`config.mk`:
```
export PLATFORM = sky130hd
export DESIGN_NAME = frustum_plane_extract_core
export DESIGN_NICKNAME = d
export VERILOG_FILES = /design/src/rtl/core/fpe_pkg.sv /design/src/rtl/core/fpe_front.sv /design/src/rtl/core/fpe_queue.sv /design/src/rtl/core/fpe_back.sv /design/src/rtl/core/frustum_plane_extract_core.sv
export SDC_FILE = /design/constraint.sdc
export NUM_CORES = 2
export LEC_CHECK = 0
export BUFFER_PORTS_ARGS = -buffer_cell sky130_fd_sc_hd__buf_2
export CORE_MARGIN = 8
export CORE_UTILIZATION = 45
export CTS_CLUSTER_DIAMETER = 30
export DETAILED_ROUTE_END_ITERATION = 8
export SETUP_SLACK_MARGIN = 0.02
export SLEW_MARGIN = 25
export SYNTH_ARGS = -nofsm -noshare
export SYNTH_HDL_FRONTEND = slang
export SYNTH_SLANG_ARGS = --single-unit
```
`constraint.sdc`:
```
create_clock -name clk -period 33.1 [get_ports clk]
set_input_delay 4.965 -clock clk [delete_from_list [all_inputs] [get_ports clk]]
set_output_delay 4.965 -clock clk [all_outputs]
set_load 0.005 [all_outputs]
```
`src/rtl/core/fpe_pkg.sv`:
```
// -----------------------------------------------------------------------------
// fpe_pkg
// Shared types and constants of the frustum plane extraction core.
// -----------------------------------------------------------------------------
package fpe_pkg;

    // Fraction bits of a unit normal component
    localparam int NORM_FRAC = 30;

    // Plane codes
    localparam logic [2:0] PLANE_LEFT   = 3'd0;
    localparam logic [2:0] PLANE_RIGHT  = 3'd1;
    localparam logic [2:0] PLANE_BOTTOM = 3'd2;
    localparam logic [2:0] PLANE_TOP    = 3'd3;
    localparam logic [2:0] PLANE_NEAR   = 3'd4;
    localparam logic [2:0] PLANE_FAR    = 3'd5;

    // One plane handed from front to back: exact 33-bit row sums
    typedef struct packed {
        logic [2:0]       plane;
        logic [3:0][32:0] sum;
    } plane_job_t;

endpackage

```
`src/rtl/core/fpe_front.sv`:
```
// -----------------------------------------------------------------------------
// fpe_front
// Stores matrix rows and, after the last row, forms the six plane sums.
// -----------------------------------------------------------------------------
module fpe_front
(
    input  logic               clk,
    input  logic               rst_n,
    input  logic               accept,
    input  logic [1:0]         row_index,
    input  logic signed [31:0] elem_c0,
    input  logic signed [31:0] elem_c1,
    input  logic signed [31:0] elem_c2,
    input  logic signed [31:0] elem_c3,
    input  logic               last_row,
    input  logic               queue_full,
    output logic               job_push,
    output fpe_pkg::plane_job_t job,
    output logic               active
);
    import fpe_pkg::*;

    logic [31:0] row_mem [4][4];
    logic        active_reg, active_next;
    logic [2:0]  plane_reg, plane_next;
    logic [1:0]  k;
    logic        minus;

    // Write the row of each transaction
    always_ff @(posedge clk)
    begin
        if (accept)
        begin
            row_mem[row_index][0] <= elem_c0;
            row_mem[row_index][1] <= elem_c1;
            row_mem[row_index][2] <= elem_c2;
            row_mem[row_index][3] <= elem_c3;
        end
    end

    // Form row 3 plus or minus row k
    assign k     = plane_reg[2:1];
    assign minus = plane_reg[0];

    always_comb
    begin
        job.plane = plane_reg;
        for (int c = 0; c < 4; c++)
        begin
            if (minus)
                job.sum[c] = {row_mem[3][c][31], row_mem[3][c]}
                           - {row_mem[k][c][31], row_mem[k][c]};
            else
                job.sum[c] = {row_mem[3][c][31], row_mem[3][c]}
                           + {row_mem[k][c][31], row_mem[k][c]};
        end
    end

    assign job_push = active_reg && !queue_full;
    assign active   = active_reg;

    // Advance through the six planes
    always_comb
    begin
        active_next = active_reg;
        plane_next  = plane_reg;
        if (accept && last_row)
        begin
            active_next = 1'b1;
            plane_next  = PLANE_LEFT;
        end
        else if (job_push)
        begin
            plane_next = plane_reg + 3'd1;
            if (plane_reg == PLANE_FAR)
                active_next = 1'b0;
        end
    end

    always_ff @(posedge clk or negedge rst_n)
    begin
        if (!rst_n)
        begin
            active_reg <= 1'b0;
            plane_reg  <= PLANE_LEFT;
        end
        else
        begin
            active_reg <= active_next;
            plane_reg  <= plane_next;
        end
    end

endmodule

```
`src/rtl/core/fpe_queue.sv`:
```
// -----------------------------------------------------------------------------
// fpe_queue
// Two-entry queue of plane jobs between front and back.
// -----------------------------------------------------------------------------
module fpe_queue
(
    input  logic                clk,
    input  logic                rst_n,
    input  logic                push,
    input  fpe_pkg::plane_job_t push_job,
    input  logic                pop,
    output fpe_pkg::plane_job_t head_job,
    output logic                full,
    output logic                empty
);
    import fpe_pkg::*;

    plane_job_t  slot_reg [2];
    logic        wr_reg, rd_reg;
    logic [1:0]  count_reg, count_next;

    assign full     = (count_reg == 2'd2);
    assign empty    = (count_reg == 2'd0);
    assign head_job = slot_reg[rd_reg];

    // Hold job payloads
    always_ff @(posedge clk)
    begin
        if (push)
            slot_reg[wr_reg] <= push_job;
    end

    always_comb
    begin
        count_next = count_reg;
        if (push && !pop)
            count_next = count_reg + 2'd1;
        else if (pop && !push)
            count_next = count_reg - 2'd1;
    end

    // Advance pointers
    always_ff @(posedge clk or negedge rst_n)
    begin
        if (!rst_n)
        begin
            wr_reg    <= 1'b0;
            rd_reg    <= 1'b0;
            count_reg <= 2'd0;
        end
        else
        begin
            if (push)
                wr_reg <= !wr_reg;
            if (pop)
                rd_reg <= !rd_reg;
            count_reg <= count_next;
        end
    end

    a_no_overflow: assert property (@(posedge clk) disable iff (!rst_n)
        full |-> !push || pop)
        else $error("push into full queue");
    a_no_underflow: assert property (@(posedge clk) disable iff (!rst_n)
        empty |-> !pop)
        else $error("pop from empty queue");
    a_count: assert property (@(posedge clk) disable iff (!rst_n)
        push && !pop && !full |=> !empty)
        else $error("queue count lost a push");

endmodule

```
`src/rtl/core/fpe_back.sv`:
```
// -----------------------------------------------------------------------------
// fpe_back
// Normalizes one plane: sum of squares, bit-serial root, then four serial divides unless the root is zero.
// -----------------------------------------------------------------------------
module fpe_back
#(
    parameter int FRAC_BITS = 16
)
(
    input  logic                clk,
    input  logic                rst_n,
    input  logic                job_ready,
    input  fpe_pkg::plane_job_t head_job,
    output logic                pop,
    output logic                busy,
    output logic                result_valid,
    output logic [2:0]          plane_index,
    output logic signed [31:0]  normal_x,
    output logic signed [31:0]  normal_y,
    output logic signed [31:0]  normal_z,
    output logic signed [31:0]  plane_distance,
    output logic                degenerate,
    output logic                last_plane
);
    import fpe_pkg::*;

    localparam logic [2:0] ST_IDLE  = 3'd0;
    localparam logic [2:0] ST_SQ    = 3'd1;
    localparam logic [2:0] ST_ROOT  = 3'd2;
    localparam logic [2:0] ST_LOAD  = 3'd3;
    localparam logic [2:0] ST_DIV   = 3'd4;
    localparam logic [2:0] ST_STORE = 3'd5;

    logic [2:0]        state_reg;
    plane_job_t        job_reg;
    logic              big_reg;
    logic [1:0]        col_reg;
    logic [5:0]        cnt_reg;
    logic [63:0]       sum_reg;
    logic [63:0]       res_reg;
    logic [63:0]       bit_reg;
    logic [32:0]       len_reg;
    logic [63:0]       num_reg;
    logic [32:0]       drem_reg;
    logic [63:0]       quo_reg;
    logic [2:0][31:0]  nrm_reg;
    logic              valid_reg;

    logic [3:0][32:0]  mag;
    logic              big;
    logic [1:0]        sq_col;
    logic [31:0]       sq_op;
    logic [63:0]       sq;
    logic [63:0]       root_t;
    logic              root_ok;
    logic [63:0]       root_next;
    logic [32:0]       root_len;
    logic [32:0]       cur_mag;
    logic [63:0]       num_init;
    logic [33:0]       rem_sh;
    logic              q_ok;
    logic              cur_neg;
    logic [31:0]       q_sat;
    logic [32:0]       a3;
    logic [31:0]       d_sat;

    // Magnitudes and range check of the normal
    always_comb
    begin
        for (int c = 0; c < 4; c++)
            mag[c] = job_reg.sum[c][32] ? 33'(-job_reg.sum[c]) : job_reg.sum[c];
    end
    assign big = (mag[0][32:31] != 2'b00) || (mag[1][32:31] != 2'b00)
              || (mag[2][32:31] != 2'b00);

    // Square one component a cycle, normal columns 0..2 on counts 1..3
    assign sq_col = cnt_reg[1:0] - 2'd1;
    assign sq_op  = big_reg ? mag[sq_col][32:1] : mag[sq_col][31:0];
    assign sq     = 64'(sq_op) * 64'(sq_op);

    // One root digit a cycle
    assign root_t    = res_reg + bit_reg;
    assign root_ok   = sum_reg >= root_t;
    assign root_next = root_ok ? (res_reg >> 1) + bit_reg : res_reg >> 1;
    assign root_len  = big_reg ? {root_next[31:0], 1'b0} : {1'b0, root_next[31:0]};

    // Rounded numerator for the current column
    assign cur_mag  = mag[col_reg];
    assign cur_neg  = job_reg.sum[col_reg][32];
    assign num_init = (col_reg == 2'd3)
                    ? (64'(cur_mag) << FRAC_BITS) + 64'(len_reg >> 1)
                    : (64'(cur_mag) << NORM_FRAC) + 64'(len_reg >> 1);

    // One quotient bit a cycle
    assign rem_sh = {drem_reg, num_reg[63]};
    assign q_ok   = rem_sh >= {1'b0, len_reg};

    // Saturate the signed quotient
    always_comb
    begin
        if (cur_neg)
            q_sat = (quo_reg > 64'h8000_0000) ? 32'h8000_0000 : 32'(-quo_reg);
        else
            q_sat = (quo_reg > 64'h7FFF_FFFF) ? 32'h7FFF_FFFF : quo_reg[31:0];
    end

    // Saturate the unscaled distance
    assign a3 = job_reg.sum[3];
    always_comb
    begin
        if (a3[32] && !a3[31])
            d_sat = 32'h8000_0000;
        else if (!a3[32] && a3[31])
            d_sat = 32'h7FFF_FFFF;
        else
            d_sat = a3[31:0];
    end

    assign pop  = (state_reg == ST_IDLE) && job_ready;
    assign busy = (state_reg != ST_IDLE);

    // Payload registers
    always_ff @(posedge clk)
    begin
        unique case (state_reg)
            ST_IDLE:
            begin
                if (job_ready)
                    job_reg <= head_job;
                sum_reg <= '0;
                res_reg <= '0;
                bit_reg <= 64'h4000_0000_0000_0000;
            end
            ST_SQ:
            begin
                if (cnt_reg == 6'd0)
                    big_reg <= big;
                else
                    sum_reg <= sum_reg + sq;
            end
            ST_ROOT:
            begin
                if (root_ok)
                    sum_reg <= sum_reg - root_t;
                res_reg <= root_next;
                bit_reg <= bit_reg >> 2;
            end
            ST_LOAD:
            begin
                num_reg  <= num_init;
                drem_reg <= '0;
                quo_reg  <= '0;
            end
            ST_DIV:
            begin
                drem_reg <= q_ok ? 33'(rem_sh - {1'b0, len_reg}) : rem_sh[32:0];
                num_reg  <= num_reg << 1;
                quo_reg  <= {quo_reg[62:0], q_ok};
            end
            ST_STORE:
            begin
                if (col_reg != 2'd3)
                    nrm_reg[col_reg] <= q_sat;
            end
            default:
            begin
            end
        endcase
        if (state_reg == ST_ROOT && cnt_reg == 6'd31)
            len_reg <= root_len;
    end

    // Sequence the plane
    always_ff @(posedge clk or negedge rst_n)
    begin
        if (!rst_n)
        begin
            state_reg <= ST_IDLE;
            cnt_reg   <= '0;
            col_reg   <= '0;
            valid_reg <= 1'b0;
        end
        else
        begin
            valid_reg <= 1'b0;
            unique case (state_reg)
                ST_IDLE:
                begin
                    cnt_reg <= '0;
                    col_reg <= '0;
                    if (job_ready)
                        state_reg <= ST_SQ;
                end
                ST_SQ:
                begin
                    if (cnt_reg == 6'd3)
                    begin
                        cnt_reg   <= '0;
                        state_reg <= ST_ROOT;
                    end
                    else
                        cnt_reg <= cnt_reg + 6'd1;
                end
                ST_ROOT:
                begin
                    cnt_reg <= cnt_reg + 6'd1;
                    if (cnt_reg == 6'd31)
                    begin
                        cnt_reg <= '0;
                        if (root_len == '0)
                        begin
                            valid_reg <= 1'b1;
                            state_reg <= ST_IDLE;
                        end
                        else
                            state_reg <= ST_LOAD;
                    end
                end
                ST_LOAD:
                begin
                    cnt_reg   <= '0;
                    state_reg <= ST_DIV;
                end
                ST_DIV:
                begin
                    cnt_reg <= cnt_reg + 6'd1;
                    if (cnt_reg == 6'd63)
                        state_reg <= ST_STORE;
                end
                ST_STORE:
                begin
                    col_reg <= col_reg + 2'd1;
                    if (col_reg == 2'd3)
                    begin
                        valid_reg <= 1'b1;
                        state_reg <= ST_IDLE;
                    end
                    else
                        state_reg <= ST_LOAD;
                end
                default:
                    state_reg <= ST_IDLE;
            endcase
        end
    end

    // Result registers
    logic        degen_reg;
    logic [31:0] dist_reg;
    always_ff @(posedge clk)
    begin
        if (state_reg == ST_ROOT && cnt_reg == 6'd31 && root_len == '0)
        begin
            degen_reg <= 1'b1;
            dist_reg  <= d_sat;
        end
        else if (state_reg == ST_STORE && col_reg == 2'd3)
        begin
            degen_reg <= 1'b0;
            dist_reg  <= q_sat;
        end
    end

    assign result_valid   = valid_reg;
    assign plane_index    = job_reg.plane;
    assign normal_x       = degen_reg ? '0 : nrm_reg[0];
    assign normal_y       = degen_reg ? '0 : nrm_reg[1];
    assign normal_z       = degen_reg ? '0 : nrm_reg[2];
    assign plane_distance = dist_reg;
    assign degenerate     = degen_reg;
    assign last_plane     = (job_reg.plane == PLANE_FAR);

    a_single_pulse: assert property (@(posedge clk) disable iff (!rst_n)
        result_valid |=> !result_valid)
        else $error("result strobe held longer than one cycle");
    a_pulse_idle: assert property (@(posedge clk) disable iff (!rst_n)
        result_valid |-> state_reg == ST_IDLE)
        else $error("result shown while back still working");
    a_pop_idle: assert property (@(posedge clk) disable iff (!rst_n)
        pop |=> state_reg == ST_SQ)
        else $error("popped job not started");

endmodule

```
`src/rtl/core/frustum_plane_extract_core.sv`:
```
// -----------------------------------------------------------------------------
// frustum_plane_extract_core
// Clip plane extraction from a 4x4 matrix, normals scaled to unit length.
// -----------------------------------------------------------------------------
// Channel  | Handshake            | Payload
// ---------+----------------------+------------------------------------------
// input    | start, busy          | row_index, elem_c0..elem_c3, last_row
// result   | result_valid strobe  | plane_index, normal_x/y/z, plane_distance,
//          |                      | degenerate, last_plane
//
// A row that is not last is written to the row store when accepted. A last
// row starts six planes; in the back end each passes the idle, square and
// root states, then for each of four columns the load, divide and store
// states of the one bit-serial divider, or ends after the root for a zero
// normal. busy stays high until the last plane's strobe. Reset clears all
// control state; the matrix rows are undefined until written. The receiver
// cannot stall: each result shows for one cycle.
// -----------------------------------------------------------------------------
module frustum_plane_extract_core
#(
    parameter int FRAC_BITS = 16
)
(
    input  logic               clk,
    input  logic               rst_n,
    input  logic               start,
    output logic               busy,
    input  logic [1:0]         row_index,
    input  logic signed [31:0] elem_c0,
    input  logic signed [31:0] elem_c1,
    input  logic signed [31:0] elem_c2,
    input  logic signed [31:0] elem_c3,
    input  logic               last_row,
    output logic               result_valid,
    output logic [2:0]         plane_index,
    output logic signed [31:0] normal_x,
    output logic signed [31:0] normal_y,
    output logic signed [31:0] normal_z,
    output logic signed [31:0] plane_distance,
    output logic               degenerate,
    output logic               last_plane
);
    import fpe_pkg::*;

    logic       accept;
    logic       front_active;
    logic       job_push;
    plane_job_t push_job;
    plane_job_t head_job;
    logic       queue_full;
    logic       queue_empty;
    logic       pop;
    logic       back_busy;

    assign accept = start && !busy;
    assign busy   = front_active || !queue_empty || back_busy;

    fpe_front u_front
    (
        .clk        (clk),
        .rst_n      (rst_n),
        .accept     (accept),
        .row_index  (row_index),
        .elem_c0    (elem_c0),
        .elem_c1    (elem_c1),
        .elem_c2    (elem_c2),
        .elem_c3    (elem_c3),
        .last_row   (last_row),
        .queue_full (queue_full),
        .job_push   (job_push),
        .job        (push_job),
        .active     (front_active)
    );

    fpe_queue u_queue
    (
        .clk      (clk),
        .rst_n    (rst_n),
        .push     (job_push),
        .push_job (push_job),
        .pop      (pop),
        .head_job (head_job),
        .full     (queue_full),
        .empty    (queue_empty)
    );

    fpe_back #(.FRAC_BITS(FRAC_BITS)) u_back
    (
        .clk            (clk),
        .rst_n          (rst_n),
        .job_ready      (!queue_empty),
        .head_job       (head_job),
        .pop            (pop),
        .busy           (back_busy),
        .result_valid   (result_valid),
        .plane_index    (plane_index),
        .normal_x       (normal_x),
        .normal_y       (normal_y),
        .normal_z       (normal_z),
        .plane_distance (plane_distance),
        .degenerate     (degenerate),
        .last_plane     (last_plane)
    );

endmodule

```
==> out/results.md <==
| Quantity | This run | Unit |
|:---|:---|:---|
| Crit share post-route | 39.1 | % |
| Peak per-stage delay on the critical path | 0.65 | ns |
| Combined area of all synthesized cells | 108000 | µm² |
| Area inside the core boundary | 240000 | µm² |
| Data required time at the worst endpoint | 33.72 | ns |
| Total CTS buffers | 316 | - |
| Vert. Die Dim | 506 | µm |
| Routed vias | 75527 | - |
| Combined global-route utilization of all metal layers | 23.0 | % |
| Final Hold Viols | 0 | - |
| Setup TNS Final | 0 | ns |
| Dpl hpwl | 228000 | µm |
| Commonest register cell after synthesis | sky130_fd_sc_hd__edfxtp_1 | - |
| Arrival time of the worst setup path | 13.55 | ns |
| I/O pin count | 269 | - |
| F_max | 0.0773 | GHz |
| Via-per-instance ratio | 5.69 | - |
| Buffers added on ports | 268 | - |
| Max-cap violations | 0 | - |
| Level count of the clock H-tree | 5 | - |
| Number of antenna violations at the first check in global routing | 24 | - |
| Clock latency on the worst-skew pair | 0.95 | ns |
| Number of gates resized after cts | 0 | - |
| Post-CTS Hold Fix Bufs | 0 | - |
| Outcome | finished, final reports clean | - |
| Average size of a mapped cell | 11.4 | µm² |
| Wire length reported by the detailed router | 301000 | µm |
| Startpoint kind of the worst setup timing path | register | - |
| GP Congestion | 0.944 | - |
| Count of clock tree sinks | 1421 | - |
| Final Core Density | 51.4 | % |
| Residual antenna-violating net count after detailed routing | 0 | - |
| Area enclosed by the die boundary | 256000 | µm² |
| Clock tree from TritonCTS | yes | - |
| Post-synthesis cell count | 9531 | - |
| Standard-cell rows | 180 | - |
| Total iterations of the first detailed-routing run | 6 | - |
| Most frequent CP cell | sky130_fd_sc_hd__fa_1 | - |
| Clock slew at reported path FFs | 0.05 | ns |
| Maximum clock skew at final layout | 0.0862 | ns |
| Starting DRC count in detailed routing | 5781 | - |
| Pin count of the biggest net entering global routing | 99 | - |
| Post-Synthesis Net Count | 11129 | - |
| Total global routing overflow | 0 | - |
| Max Root-Sink Buffers | 4 | - |
| Unrepaired setup endpoints after global routing | false | - |
| Wire length of the first global-routing pass | 460000 | µm |
| Unique masters post-synth | 106 | - |
| Worst Hold Class | reg -> reg | - |
| Detailed-routed wire length on met2 | 146000 | µm |
| Number of synthesized register bits | 1421 | - |
| Routed wire length per instance | 22.7 | µm |
| DRT met1 WL | 124000 | µm |
| Slew Limit Fails | 0 | - |
| Largest fanout on the critical path | 17 | - |
| Clk root buf | sky130_fd_sc_hd__clkbuf_16 | - |
| Type of element capturing the critical path | register | - |
| Initial standard-cell utilization of the core | 45.1 | % |
| Top routing layer used | met5 | - |
| Via count of the first global-routing pass | 77870 | - |
| Flip-flop count of the largest register, all copies and words added | 512 | - |
| Relative slew slack | 23.8 | % |
| Type of the setup path with the least slack | reg -> reg | - |
| Number of remaining DRC errors | 0 | - |
| Shortest period the worst path allows | 12.93 | ns |
| Transition time at the pin with the least slew margin | 1.13 | ns |
| Post-CTS setup buffers | 0 | - |
| Setup-failing EPs final | 0 | - |
| Count of nets after finishing | 11451 | - |
| Total of warnings raised by yosys | 0 | - |
| Total length of routed met3 wires | 18200 | µm |
| Number of enable flip-flop cells after synthesis | 1400 | - |
| Share of async-settable or async-resettable flops after synthesis | 1.41 | % |
| Floorplan die width | 506 | µm |
| Fraction of layout cells with a size suffix above 1 | 13.1 | % |
| Synth-to-Final Area Change | 14.0 | % |
| Slowest cell on the critical path | sky130_fd_sc_hd__clkinv_1 | - |
| Share of synthesized area occupied by flip-flops and latches | 39.3 | % |
path summary, 6_finish.rpt:
check	from	endpoint	slack (ns)	depth (start not counted)
max	u_back.job_reg[37]	u_back.sum_reg[59]	20.17	35
min	u_back.num_reg[47]	u_back.num_reg[48]	0.53	2
max reg2reg	u_back.job_reg[37]	u_back.sum_reg[59]	20.17	35
min reg2reg	u_back.num_reg[47]	u_back.num_reg[48]	0.53	2
max in group asynchronous	rst_n	u_back.state_reg[2]	28.57	1
min in group asynchronous	rst_n	u_front.plane_reg[0]	4.05	1
cell families after synthesis:
group	after synthesis	synth area share, %
simple gates	2448	10.7
compound gates	1670	9.94
fa+ha+maj	1464	23.1
flops	1421	39.3
buf+inv	1401	4.94
xor+xnor	687	5.57
mux	440	6.39
critical path, delay by kind of cell, from the launching register on:
family,cells,cell delay (ns)
adder cells (fa/ha/maj),9,4.38
AO/OA/AOI/OAI,11,3.15
AND/OR/NAND/NOR,8,2.70
buffers and inverters,4,1.13
multiplexers,1,0.51
flip-flops,1,0.43
XOR/XNOR,2,0.31
placed cells by master (no fill, tap or decap), drive strengths merged, types with 60 or more instances in the layout:
cell type  Yosys  final
clkinv         9    112
mux4         183    183
ha           571    571
nand2b        77     77
nand2        788    788
nor2b        167    167
a31oi        106    106
xor2         290    290
mux2i         78     78
a21oi        432    432
nor3         142    142
and3         150    150
edfxtp      1400   1400
xnor2        396    396
o22ai         60     60
or3           61     61
fa           893    893
inv         1000   1028
buf           76    396
nor2         670    670
and2          77     77
a21o         181    181
o21ai        367    367
mux2         179    179
nand3        103    103
clkbuf       316    362
o31ai         76     76
per-stage QoR:
step | area [µm²] | instances | hold slack, ns | worst slack (ns)
2_1_floorplan | 108000 | 9531 | 0.456 | 17.91
3_5_place_dp | 113000 | 12719 | 0.513 | 20.25
6_report | 123000 | 13275 | 0.525 | 20.17
4_1_cts | 123000 | 13270 | 0.522 | 20.19
3_3_place_gp | 113000 | 12718 | 0.500 | 20.48
5_1_grt | 123000 | 13271 | 0.539 | 19.46
metal layers:
metal	up-vias	GRT usage (%)
li1	34379	-
met4	30	8.91
met5	-	0
met2	2544	38.7
met1	37898	29.6
met3	676	4.11
synth_stat cells (all sizes together), types with 13 or more instances:
master	instances	share of area [%]
edfxtp	1400	39
inv	1000	3.5
fa	893	17
nand2	788	2.7
nor2	670	2.3
ha	571	6.6
a21oi	432	2.0
xnor2	396	3.2
o21ai	367	1.7
clkbuf	316	1.1
xor2	290	2.3
mux4	183	3.8
a21o	181	1.3
mux2	179	1.9
nor2b	167	0.97
and3	150	0.87
nor3	142	0.67
a31oi	106	0.61
nand3	103	0.48
mux2i	78	0.72
and2	77	0.45
nand2b	77	0.45
buf	76	0.34
o31ai	76	0.53
or3	61	0.37
o22ai	60	0.35
nand4	57	0.33
o21bai	54	0.37
nor4	51	0.33
a211oi	50	0.35
o21a	49	0.34
o41ai	47	0.38
o211ai	31	0.22
or2	29	0.17
or4	23	0.17
a31o	22	0.18
dfrtp	20	0.46
a211o	19	0.15
nor3b	17	0.12
a41oi	16	0.13
a21boi	15	0.10
o211a	14	0.13
a221oi	13	0.11
o311ai	13	0.11
area by class of cell:
cell class | instances | area, µm²
inverter | 1009 | 3790
clock buffer | 362 | 8170
clock inverter | 189 | 2000
antenna | 4 | 10.0
tap | 3185 | 3990
timing repair buffer | 396 | 2330
fill | 20917 | 117000
multi-input combinational | 6709 | 60500
sequential | 1421 | 42600
Power is left out: the tool's default activity adds up to more than one toggle a clock period on the data nets, which glitch-free logic cannot reach.
